[src/hdl/bca_pkg.sv]
package bca_pkg;

    // Pool geometry
    localparam int MAX_CHUNKS = 1024;
    localparam int WORD_BITS  = 64;
    localparam int NWORDS     = (MAX_CHUNKS + WORD_BITS - 1) / WORD_BITS;
    localparam int BIT_W      = $clog2(WORD_BITS);
    localparam int WORD_W     = $clog2(NWORDS);
    localparam int WCNT_W     = $clog2(NWORDS + 1);

    // Field widths
    localparam int IDX_W   = 10;
    localparam int CNT_W   = 11;
    localparam int BYTES_W = 17;
    localparam int OFS_W   = 26;
    localparam int OP_W    = 2;
    localparam int CFG_IDX_W  = 1;
    localparam int CFG_DATA_W = 17;

    localparam int MAX_CHUNK_BYTES = 65536;

    // Reset values of the configuration registers
    localparam logic [CNT_W-1:0]   CHUNK_COUNT_RST = CNT_W'(1024);
    localparam logic [BYTES_W-1:0] CHUNK_BYTES_RST = BYTES_W'(64);

    // Operation codes
    localparam logic [OP_W-1:0] OP_ACQUIRE = 2'd0;
    localparam logic [OP_W-1:0] OP_RELEASE = 2'd1;
    localparam logic [OP_W-1:0] OP_LOOKUP  = 2'd2;

    // Configuration register indexes
    localparam logic [CFG_IDX_W-1:0] CFG_CHUNK_COUNT = 1'b0;
    localparam logic [CFG_IDX_W-1:0] CFG_CHUNK_BYTES = 1'b1;

    // Sequencer states
    typedef enum logic [2:0] {
        ST_IDLE,
        ST_EXEC,
        ST_SCAN,
        ST_MUL,
        ST_DONE
    } t_state;

    // Update command into the bitmap store
    typedef struct packed {
        logic              clear_all;
        logic              set_bit;
        logic              clr_bit;
        logic [WORD_W-1:0] word;
        logic [BIT_W-1:0]  bit_pos;
    } t_bm_cmd;

endpackage

[src/hdl/bca_bitmap.sv]
module bca_bitmap
    import bca_pkg::*;
(
    input  logic                 i_clk,
    input  logic                 i_rst_n,
    input  t_bm_cmd              i_cmd,
    input  logic [WORD_W-1:0]    i_rd_word,
    output logic [WORD_BITS-1:0] o_rd_data
);

    // One bit per chunk, set while the chunk is in use
    logic [WORD_BITS-1:0] r_words [NWORDS];

    always_ff @(posedge i_clk) begin
        if (!i_rst_n || i_cmd.clear_all) begin
            for (int i = 0; i < NWORDS; i++) begin
                r_words[i] <= '0;
            end
        end else if (i_cmd.set_bit) begin
            r_words[i_cmd.word][i_cmd.bit_pos] <= 1'b1;
        end else if (i_cmd.clr_bit) begin
            r_words[i_cmd.word][i_cmd.bit_pos] <= 1'b0;
        end
    end

    assign o_rd_data = r_words[i_rd_word];

endmodule

[src/hdl/bca_free_find.sv]
module bca_free_find
    import bca_pkg::*;
(
    input  logic [WORD_BITS-1:0] i_word,
    input  logic                 i_last,
    input  logic [BIT_W-1:0]     i_rem,
    output logic                 o_found,
    output logic [BIT_W-1:0]     o_bit_pos
);

    logic [WORD_BITS-1:0] open_bits;

    // Free bits of the word, with chunks past the pool end masked off
    always_comb begin
        for (int b = 0; b < WORD_BITS; b++) begin
            open_bits[b] = !i_word[b] &&
                (!i_last || (i_rem == '0) || (BIT_W'(b) < i_rem));
        end
    end

    // Lowest free bit
    always_comb begin
        o_bit_pos = '0;
        for (int b = WORD_BITS - 1; b >= 0; b--) begin
            if (open_bits[b]) begin
                o_bit_pos = BIT_W'(b);
            end
        end
    end

    assign o_found = |open_bits;

endmodule

[src/hdl/bca_offset_mul.sv]
module bca_offset_mul
    import bca_pkg::*;
(
    input  logic               i_clk,
    input  logic               i_en,
    input  logic [IDX_W-1:0]   i_index,
    input  logic [BYTES_W-1:0] i_bytes,
    output logic [OFS_W-1:0]   o_offset
);

    logic [IDX_W+BYTES_W-1:0] product;
    logic [OFS_W-1:0]         r_offset;

    assign product = i_index * i_bytes;

    // Registered product, truncated to the offset width
    always_ff @(posedge i_clk) begin
        if (i_en) begin
            r_offset <= product[OFS_W-1:0];
        end
    end

    assign o_offset = r_offset;

endmodule

[src/hdl/bitmap_chunk_allocator.sv]
// Next-fit allocator of fixed-size chunks over a bitmap of 64-bit words. Acquire
// (op 0) scans the words one per cycle from the hint word (the word of the last
// grant, or of a lower released chunk), wrapping at the pool end, and takes the
// lowest free chunk of the first word that has one; release (op 1) frees a chunk
// in use; lookup (op 2) returns index times chunk size for a chunk in use. One
// result word follows every input word. Release goes from the execute state to
// the done state, lookup also passes the registered offset multiplier, and
// acquire scans up to 16 bitmap words and, on a grant, also uses the multiplier;
// there is a single word-scan unit and a single offset multiplier. The block
// takes no input word while an operation is in flight or while a configuration
// write is offered. Writing either configuration register clears the whole pool
// in that cycle; writes are taken only while no operation is in flight.
module bitmap_chunk_allocator
    import bca_pkg::*;
(
    input  logic                  i_clk,
    input  logic                  i_rst_n,
    // Operation channel
    input  logic                  i_valid,
    output logic                  o_stall,
    input  logic [OP_W-1:0]       i_op,
    input  logic [IDX_W-1:0]      i_chunk_index,
    // Result channel
    output logic                  o_valid,
    input  logic                  i_stall,
    output logic                  o_ok,
    output logic [IDX_W-1:0]      o_granted_index,
    output logic [OFS_W-1:0]      o_byte_offset,
    output logic [CNT_W-1:0]      o_free_chunks,
    // Configuration write channel
    input  logic                  i_cfg_valid,
    output logic                  o_cfg_ready,
    input  logic [CFG_IDX_W-1:0]  i_cfg_index,
    input  logic [CFG_DATA_W-1:0] i_cfg_data
);

    // Control state
    t_state             r_state, n_state;
    logic [CNT_W-1:0]   r_count, n_count;
    logic [BYTES_W-1:0] r_bytes, n_bytes;
    logic [CNT_W-1:0]   r_free, n_free;
    logic [WORD_W-1:0]  r_start, n_start;
    logic [WORD_W-1:0]  r_w, n_w;
    logic [WCNT_W-1:0]  r_step, n_step;
    logic               r_out_valid, n_out_valid;

    // Item and result staging
    logic [OP_W-1:0]    r_op, n_op;
    logic [IDX_W-1:0]   r_idx, n_idx;
    logic               r_res_ok, n_res_ok;
    logic [IDX_W-1:0]   r_res_idx, n_res_idx;
    logic               r_use_ofs, n_use_ofs;

    // Output word
    logic               r_ok, n_ok;
    logic [IDX_W-1:0]   r_granted, n_granted;
    logic [OFS_W-1:0]   r_ofs, n_ofs;
    logic [CNT_W-1:0]   r_free_out, n_free_out;

    t_bm_cmd              bm_cmd;
    logic [WORD_W-1:0]    rd_word;
    logic [WORD_BITS-1:0] rd_data;
    logic                 scan_found;
    logic [BIT_W-1:0]     scan_bit;
    logic                 mul_en;
    logic [OFS_W-1:0]     mul_ofs;

    logic [CNT_W:0]       count_round;
    logic [WCNT_W-1:0]    words;
    logic [WCNT_W-1:0]    last_word;
    logic                 at_last;
    logic                 idx_in_use;
    logic                 cfg_fire;
    logic [CNT_W-1:0]     cfg_count;
    logic [BYTES_W-1:0]   cfg_bytes;

    // Pool geometry from the chunk count
    assign count_round = {1'b0, r_count} + (CNT_W + 1)'(WORD_BITS - 1);
    assign words       = WCNT_W'(count_round >> BIT_W);
    assign last_word   = words - WCNT_W'(1);
    assign at_last     = ({{(WCNT_W - WORD_W){1'b0}}, r_w} == last_word);

    // Bitmap read: scan pointer while searching, else the item's word
    assign rd_word    = (r_state == ST_SCAN) ? r_w : r_idx[IDX_W-1:BIT_W];
    assign idx_in_use = ({1'b0, r_idx} < r_count) && rd_data[r_idx[BIT_W-1:0]];

    // Saturated configuration values
    assign cfg_count = (i_cfg_data[CNT_W-1:0] > CNT_W'(MAX_CHUNKS)) ?
                       CNT_W'(MAX_CHUNKS) : i_cfg_data[CNT_W-1:0];
    assign cfg_bytes = (i_cfg_data[BYTES_W-1:0] > BYTES_W'(MAX_CHUNK_BYTES)) ?
                       BYTES_W'(MAX_CHUNK_BYTES) : i_cfg_data[BYTES_W-1:0];

    // A configuration write wins over an input word in the same cycle
    assign o_stall     = (r_state != ST_IDLE) || i_cfg_valid;
    assign o_cfg_ready = (r_state == ST_IDLE);
    assign cfg_fire    = i_cfg_valid && o_cfg_ready;

    bca_bitmap u_bitmap (
        .i_clk     (i_clk),
        .i_rst_n   (i_rst_n),
        .i_cmd     (bm_cmd),
        .i_rd_word (rd_word),
        .o_rd_data (rd_data)
    );

    bca_free_find u_find (
        .i_word    (rd_data),
        .i_last    (at_last),
        .i_rem     (r_count[BIT_W-1:0]),
        .o_found   (scan_found),
        .o_bit_pos (scan_bit)
    );

    bca_offset_mul u_mul (
        .i_clk    (i_clk),
        .i_en     (mul_en),
        .i_index  (r_res_idx),
        .i_bytes  (r_bytes),
        .o_offset (mul_ofs)
    );

    // Sequencer
    always_comb begin
        n_state     = r_state;
        n_count     = r_count;
        n_bytes     = r_bytes;
        n_free      = r_free;
        n_start     = r_start;
        n_w         = r_w;
        n_step      = r_step;
        n_op        = r_op;
        n_idx       = r_idx;
        n_res_ok    = r_res_ok;
        n_res_idx   = r_res_idx;
        n_use_ofs   = r_use_ofs;
        n_ok        = r_ok;
        n_granted   = r_granted;
        n_ofs       = r_ofs;
        n_free_out  = r_free_out;
        n_out_valid = r_out_valid;
        bm_cmd      = '0;
        mul_en      = 1'b0;

        // Result word taken downstream
        if (r_out_valid && !i_stall) begin
            n_out_valid = 1'b0;
        end

        case (r_state)
            ST_IDLE: begin
                if (cfg_fire) begin
                    case (i_cfg_index)
                        CFG_CHUNK_COUNT: begin
                            n_count = cfg_count;
                            n_free  = cfg_count;
                        end
                        CFG_CHUNK_BYTES: begin
                            n_bytes = cfg_bytes;
                            n_free  = r_count;
                        end
                        default: ;
                    endcase
                    n_start          = '0;
                    bm_cmd.clear_all = 1'b1;
                end else if (i_valid) begin
                    n_op    = i_op;
                    n_idx   = i_chunk_index;
                    n_state = ST_EXEC;
                end
            end

            ST_EXEC: begin
                n_res_ok  = 1'b0;
                n_res_idx = r_idx;
                n_use_ofs = 1'b0;
                n_state   = ST_DONE;
                case (r_op)
                    OP_ACQUIRE: begin
                        if ((r_free != '0) && (words != '0)) begin
                            n_w     = r_start;
                            n_step  = '0;
                            n_state = ST_SCAN;
                        end
                    end
                    OP_RELEASE: begin
                        if (idx_in_use) begin
                            bm_cmd.clr_bit = 1'b1;
                            bm_cmd.word    = r_idx[IDX_W-1:BIT_W];
                            bm_cmd.bit_pos = r_idx[BIT_W-1:0];
                            n_free         = r_free + CNT_W'(1);
                            if (r_idx[IDX_W-1:BIT_W] < r_start) begin
                                n_start = r_idx[IDX_W-1:BIT_W];
                            end
                            n_res_ok = 1'b1;
                        end
                    end
                    OP_LOOKUP: begin
                        if (idx_in_use) begin
                            n_res_ok  = 1'b1;
                            n_use_ofs = 1'b1;
                            n_state   = ST_MUL;
                        end
                    end
                    default: ;
                endcase
            end

            // One bitmap word per cycle from the hint, wrapping at the pool end
            ST_SCAN: begin
                if (scan_found) begin
                    bm_cmd.set_bit = 1'b1;
                    bm_cmd.word    = r_w;
                    bm_cmd.bit_pos = scan_bit;
                    n_free         = r_free - CNT_W'(1);
                    n_start        = r_w;
                    n_res_ok       = 1'b1;
                    n_res_idx      = IDX_W'({r_w, scan_bit});
                    n_use_ofs      = 1'b1;
                    n_state        = ST_MUL;
                end else if (r_step == last_word) begin
                    n_state = ST_DONE;
                end else begin
                    n_step = r_step + WCNT_W'(1);
                    n_w    = at_last ? '0 : r_w + WORD_W'(1);
                end
            end

            ST_MUL: begin
                mul_en  = 1'b1;
                n_state = ST_DONE;
            end

            // Load the output word once the slot is free
            ST_DONE: begin
                if (!r_out_valid || !i_stall) begin
                    n_ok        = r_res_ok;
                    n_granted   = r_res_idx;
                    n_ofs       = r_use_ofs ? mul_ofs : '0;
                    n_free_out  = r_free;
                    n_out_valid = 1'b1;
                    n_state     = ST_IDLE;
                end
            end

            default: n_state = ST_IDLE;
        endcase
    end

    // Control registers
    always_ff @(posedge i_clk) begin
        if (!i_rst_n) begin
            r_state     <= ST_IDLE;
            r_count     <= CHUNK_COUNT_RST;
            r_bytes     <= CHUNK_BYTES_RST;
            r_free      <= CHUNK_COUNT_RST;
            r_start     <= '0;
            r_w         <= '0;
            r_step      <= '0;
            r_out_valid <= 1'b0;
        end else begin
            r_state     <= n_state;
            r_count     <= n_count;
            r_bytes     <= n_bytes;
            r_free      <= n_free;
            r_start     <= n_start;
            r_w         <= n_w;
            r_step      <= n_step;
            r_out_valid <= n_out_valid;
        end
    end

    // Payload registers
    always_ff @(posedge i_clk) begin
        r_op       <= n_op;
        r_idx      <= n_idx;
        r_res_ok   <= n_res_ok;
        r_res_idx  <= n_res_idx;
        r_use_ofs  <= n_use_ofs;
        r_ok       <= n_ok;
        r_granted  <= n_granted;
        r_ofs      <= n_ofs;
        r_free_out <= n_free_out;
    end

    assign o_valid         = r_out_valid;
    assign o_ok            = r_ok;
    assign o_granted_index = r_granted;
    assign o_byte_offset   = r_ofs;
    assign o_free_chunks   = r_free_out;

endmodule

[config.mk]
export PLATFORM = sky130hd
export DESIGN_NAME = bitmap_chunk_allocator
export DESIGN_NICKNAME = d
export VERILOG_FILES = /design/src/hdl/bca_pkg.sv /design/src/hdl/bca_bitmap.sv /design/src/hdl/bca_free_find.sv /design/src/hdl/bca_offset_mul.sv /design/src/hdl/bitmap_chunk_allocator.sv
export SDC_FILE = /design/constraint.sdc
export NUM_CORES = 2
export LEC_CHECK = 0
export ABC_CLOCK_PERIOD_IN_PS = 6700
export BUFFER_PORTS_ARGS = -buffer_cell sky130_fd_sc_hd__buf_2
export CORE_MARGIN = 10
export CORE_UTILIZATION = 25
export DETAILED_ROUTE_END_ITERATION = 6
export HOLD_SLACK_MARGIN = 0.12
export PLACE_DENSITY = 0.44
export SYNTH_ARGS = -nofsm -noshare
export SYNTH_HDL_FRONTEND = slang
export SYNTH_SLANG_ARGS = --single-unit
[constraint.sdc]
create_clock -name i_clk -period 6.7 [get_ports i_clk]
set_input_delay 1.34 -clock i_clk [delete_from_list [all_inputs] [get_ports i_clk]]
set_output_delay 1.34 -clock i_clk [all_outputs]
set_load 0.02 [all_outputs]
==> impl_metrics.yaml <==
outcome:
  status: "complete, but fails checks"
  violations: "DRC, setup timing"
detailed_routing:
  drc: 2
  ant_nets: 0
  drt_iter0_markers: 6946
  routed_wl_um: 299200
  via_per_inst: 5.413
  post_drt_wl_per_cell_um: 26.55
  first_pass_iters: 7
  vias: 61010
timing:
  slew_headroom: 0.1782
  skew_ns: 0.05661
  setup_violations: 2
  final.min_clock_period_ns: 6.715
  fmax_ghz: 0.1489
  tightest_slew_ns: 1.222
  fin_tns_setup_ns: -0.02059
  fin_crit_sh: 1.002
  finalHoldViolCount: 0
  final_max_slew_viol_count: 0
  hold_ws_ns: 0.4469
  fin_ws_ns: -0.01544
cells_and_area:
  multi_input_area_sq_um: 31310
  areaGrowthSynthToFinish_pct: 22.53
  nNetsFinal: 7681
  regArea_sq_um: 34810
  fin_util: 0.3073
  drive_above_1_share: 0.1683
  fillers: 28330
power:
  p_int_mw: 14.32
  p_switching_mw: 6.312
  power_frac_comb: 0.185
  netSwitchingFraction: 0.3059
  power_mw: 20.63
  p_leak_nw: 30.06
  p_seq_frac: 0.436
  powerDensity_nw_per_um2: 243.2
  peakVddDrop_v: 0.0002880
  p_clk_frac: 0.379
logic_synthesis:
  avgSynthCellArea_sq_um: 9.691
  async_reset_ff_frac: 0
  yosysTopAreaCell: "edfxtp_1"
  synth.area.top_cells: "edfxtp_1 49%, o21ai_0 7.0%, nor2_1 4.8%"
  synth-edff-count: 1122
  synth_common_cells: "1122 x edfxtp_1, 971 x o21ai_0, 878 x nor2_1, 694 x nand2_1, 500 x clkbuf_1"
  netlist_area_sq_um: 69230
  synthCells: 7144
  synth-seq-area-share: 0.5029
  yosys_warnings: 0
  netlist-cell-type-count: 102
  synth_most_common_cell: "edfxtp_1"
  synthesis.nets: 7382
  ys_ff_latch: 1178
  yosysTopAreaCellShare: 0.4867
  synth-main-ff-cell: "edfxtp_1"
placement:
  dpl.hpwl_um: 207600
  numPortBuffers: 85
  dpl_worst_slack_ns: -0.3211
  gp_congestion: 0.9695
worst_setup_path:
  crit_path_end_kind: "flop"
  required_ns: 7.22
  crit_path_max_fanout: 22
  rr_worst_depth: 22
  r2r-end: "u_bitmap.r_words[5][9]"
  worstSetupStartpointType: "flop"
  critPathKind: "flop to flop"
  crit_arrival_ns: 7.24
  r2r_start: "r_state[0]"
  regToRegSetupSlack_ns: -0.02
die:
  die_h_um: 546.2
  core_region_area_sq_um: 276000
  io_pins: 86
  die_x_um: 546.2
  initial_core_util: 0.2508
  rows: 193
  fp.dieArea_sq_um: 298400
global_route:
  grt_usage: 0.1906
  first_global_vias: 58470
  grt_pass1_wl_um: 427000
  overflow: 0
  antenna_found_initial: 11
  grt_start_max_net_pins: 214
clock_network:
  clockRootBuffer: "clkbuf_16"
  cts.clk_slew.worst_paths_ns: 0.06
  cts_tree: "done"
  cts.path.max_buffers: 3
  cts_sinks: 1178
  insertion_delay_ns: 0.85
  numCtsBuffers: 148
  h-tree-depth: 4
min_path:
  hold_class: "flop to flop"
  hp-start: "r_res_ok"
  hold_path_end: "o_ok"
  hold_depth: 0
run:
  drv_cap: 0
[placed cells by master (no fill, tap or decap), types with 151 or more instances in the layout]
master	netlist	layout
a21oi_1	255	248
nand2_1	694	678
nor2_1	878	868
and2_1	161	161
edfxtp_1	1122	1122
nor3_1	330	328
buf_4	29	616
nand3_1	183	166
buf_12	0	175
o31ai_1	156	156
o21ai_0	971	942
clkbuf_16	0	151
mux2i_1	226	223
[layout make-up]
cell class / instances / area share
inverter: 153 / 0.006991
clock inverter: 81 / 0.009012
antenna: 5 / 0.0001475
timing repair buffer: 893 / 0.1044
tap: 3705 / 0.05465
sequential: 1178 / 0.4104
multi-input combinational: 5069 / 0.3691
clock buffer: 186 / 0.04534
[per-stage QoR]
stage	area [sq um]	std cells
2_1_floorplan	69230	7144
3_3_place_gp	79570	10980
3_5_place_dp	79570	10980
4_1_cts	84320	11250
5_1_grt	84820	11270
6_report	84830	11270
[power by group through the flow]
stage	logic [mW]	registers, mW	clock network [mW]
3_3_place_gp	3.65	9.15	0
6_report	3.83	9.00	7.81
5_1_grt	4.09	9.05	8.23
2_1_floorplan	2.22	9.02	0
4_1_cts	3.71	9.01	7.96
3_5_place_dp	3.69	9.16	0
[critical path, cell delays in order (launching register included)]
cell	delay, ns
dfxtp_1	0.36
nor3b_4	0.30
inv_2	0.13
buf_4	0.19
a21oi_4	0.33
inv_4	0.21
nor2_4	0.56
buf_4	0.40
a22oi_1	0.22
and3_1	0.21
a2111o_1	0.34
o21a_1	0.24
a31o_2	0.22
nor3_1	0.66
buf_4	0.31
a211o_1	0.19
nor2_1	0.08
buf_4	0.16
o211ai_1	0.38
buf_6	0.32
buf_12	0.22
buf_4	0.17
o21ai_0	0.11
[state kept, by name, indices dropped and copies added (netlist names)]
signal,flops
o_valid,1
o_byte_offset,26
o_granted_index,10
r_free,11
r_res_ok,1
u_mul.o_offset,26
r_res_idx,10
r_start,4
u_bitmap.r_words,1024
o_free_chunks,11
r_state,3
r_use_ofs,1
r_count,11
r_op,2
r_idx,10
r_w,4
r_bytes,17
r_step,5
o_ok,1
[cells by family (layout without fill, tap and decap cells)]
kind of cell	Yosys count	after routing	share of synthesized area
xor gates and xnor gates	41	41	0.005187
muxes	252	252	0.03808
buffers and inverters	897	1313	0.05406
DFF	1178	1178	0.5029
AOI/OAI and AO/OA	2093	2093	0.1897
other	0	5	0
and+or+nand+nor	2480	2480	0.1606
adders and majority gates	203	203	0.04948
[timing repair]
action                                  in CTS  in global routing
endpoints found under the setup margin    1540               1567
hold buffers                                 0                  0
pin swaps                                    1                  6
gates cloned                                 0                  3
gates resized for setup                     19                 94
setup buffers                                2                 14
[metal layers]
layer	GRT usage	up-vias	share of wire
met1	0.2604	30830	0.43
met5	0	-	0.00015
li1	-	26890	-
met4	0.06946	8	0.038
met2	0.3012	2780	0.45
met3	0.03405	496	0.079
[worst max path at each step]
stage | slack [ns] | depth (start not counted) | to | start
after global routing | -0.03 | 24 | u_bitmap.r_words[13][38] | r_state[1]
after global placement | -0.30 | 22 | u_bitmap.r_words[2][9] | r_state[0]
after CTS | 0.02 | 22 | u_bitmap.r_words[11][29] | r_state[0]
after floorplan | 0.72 | 23 | u_mul.o_offset[25] | r_res_idx[3]
final | -0.02 | 22 | u_bitmap.r_words[5][9] | r_state[0]
after detailed placement | -0.32 | 22 | u_bitmap.r_words[2][9] | r_state[0]
No activity file was read; power rests on OpenSTA's default activity.
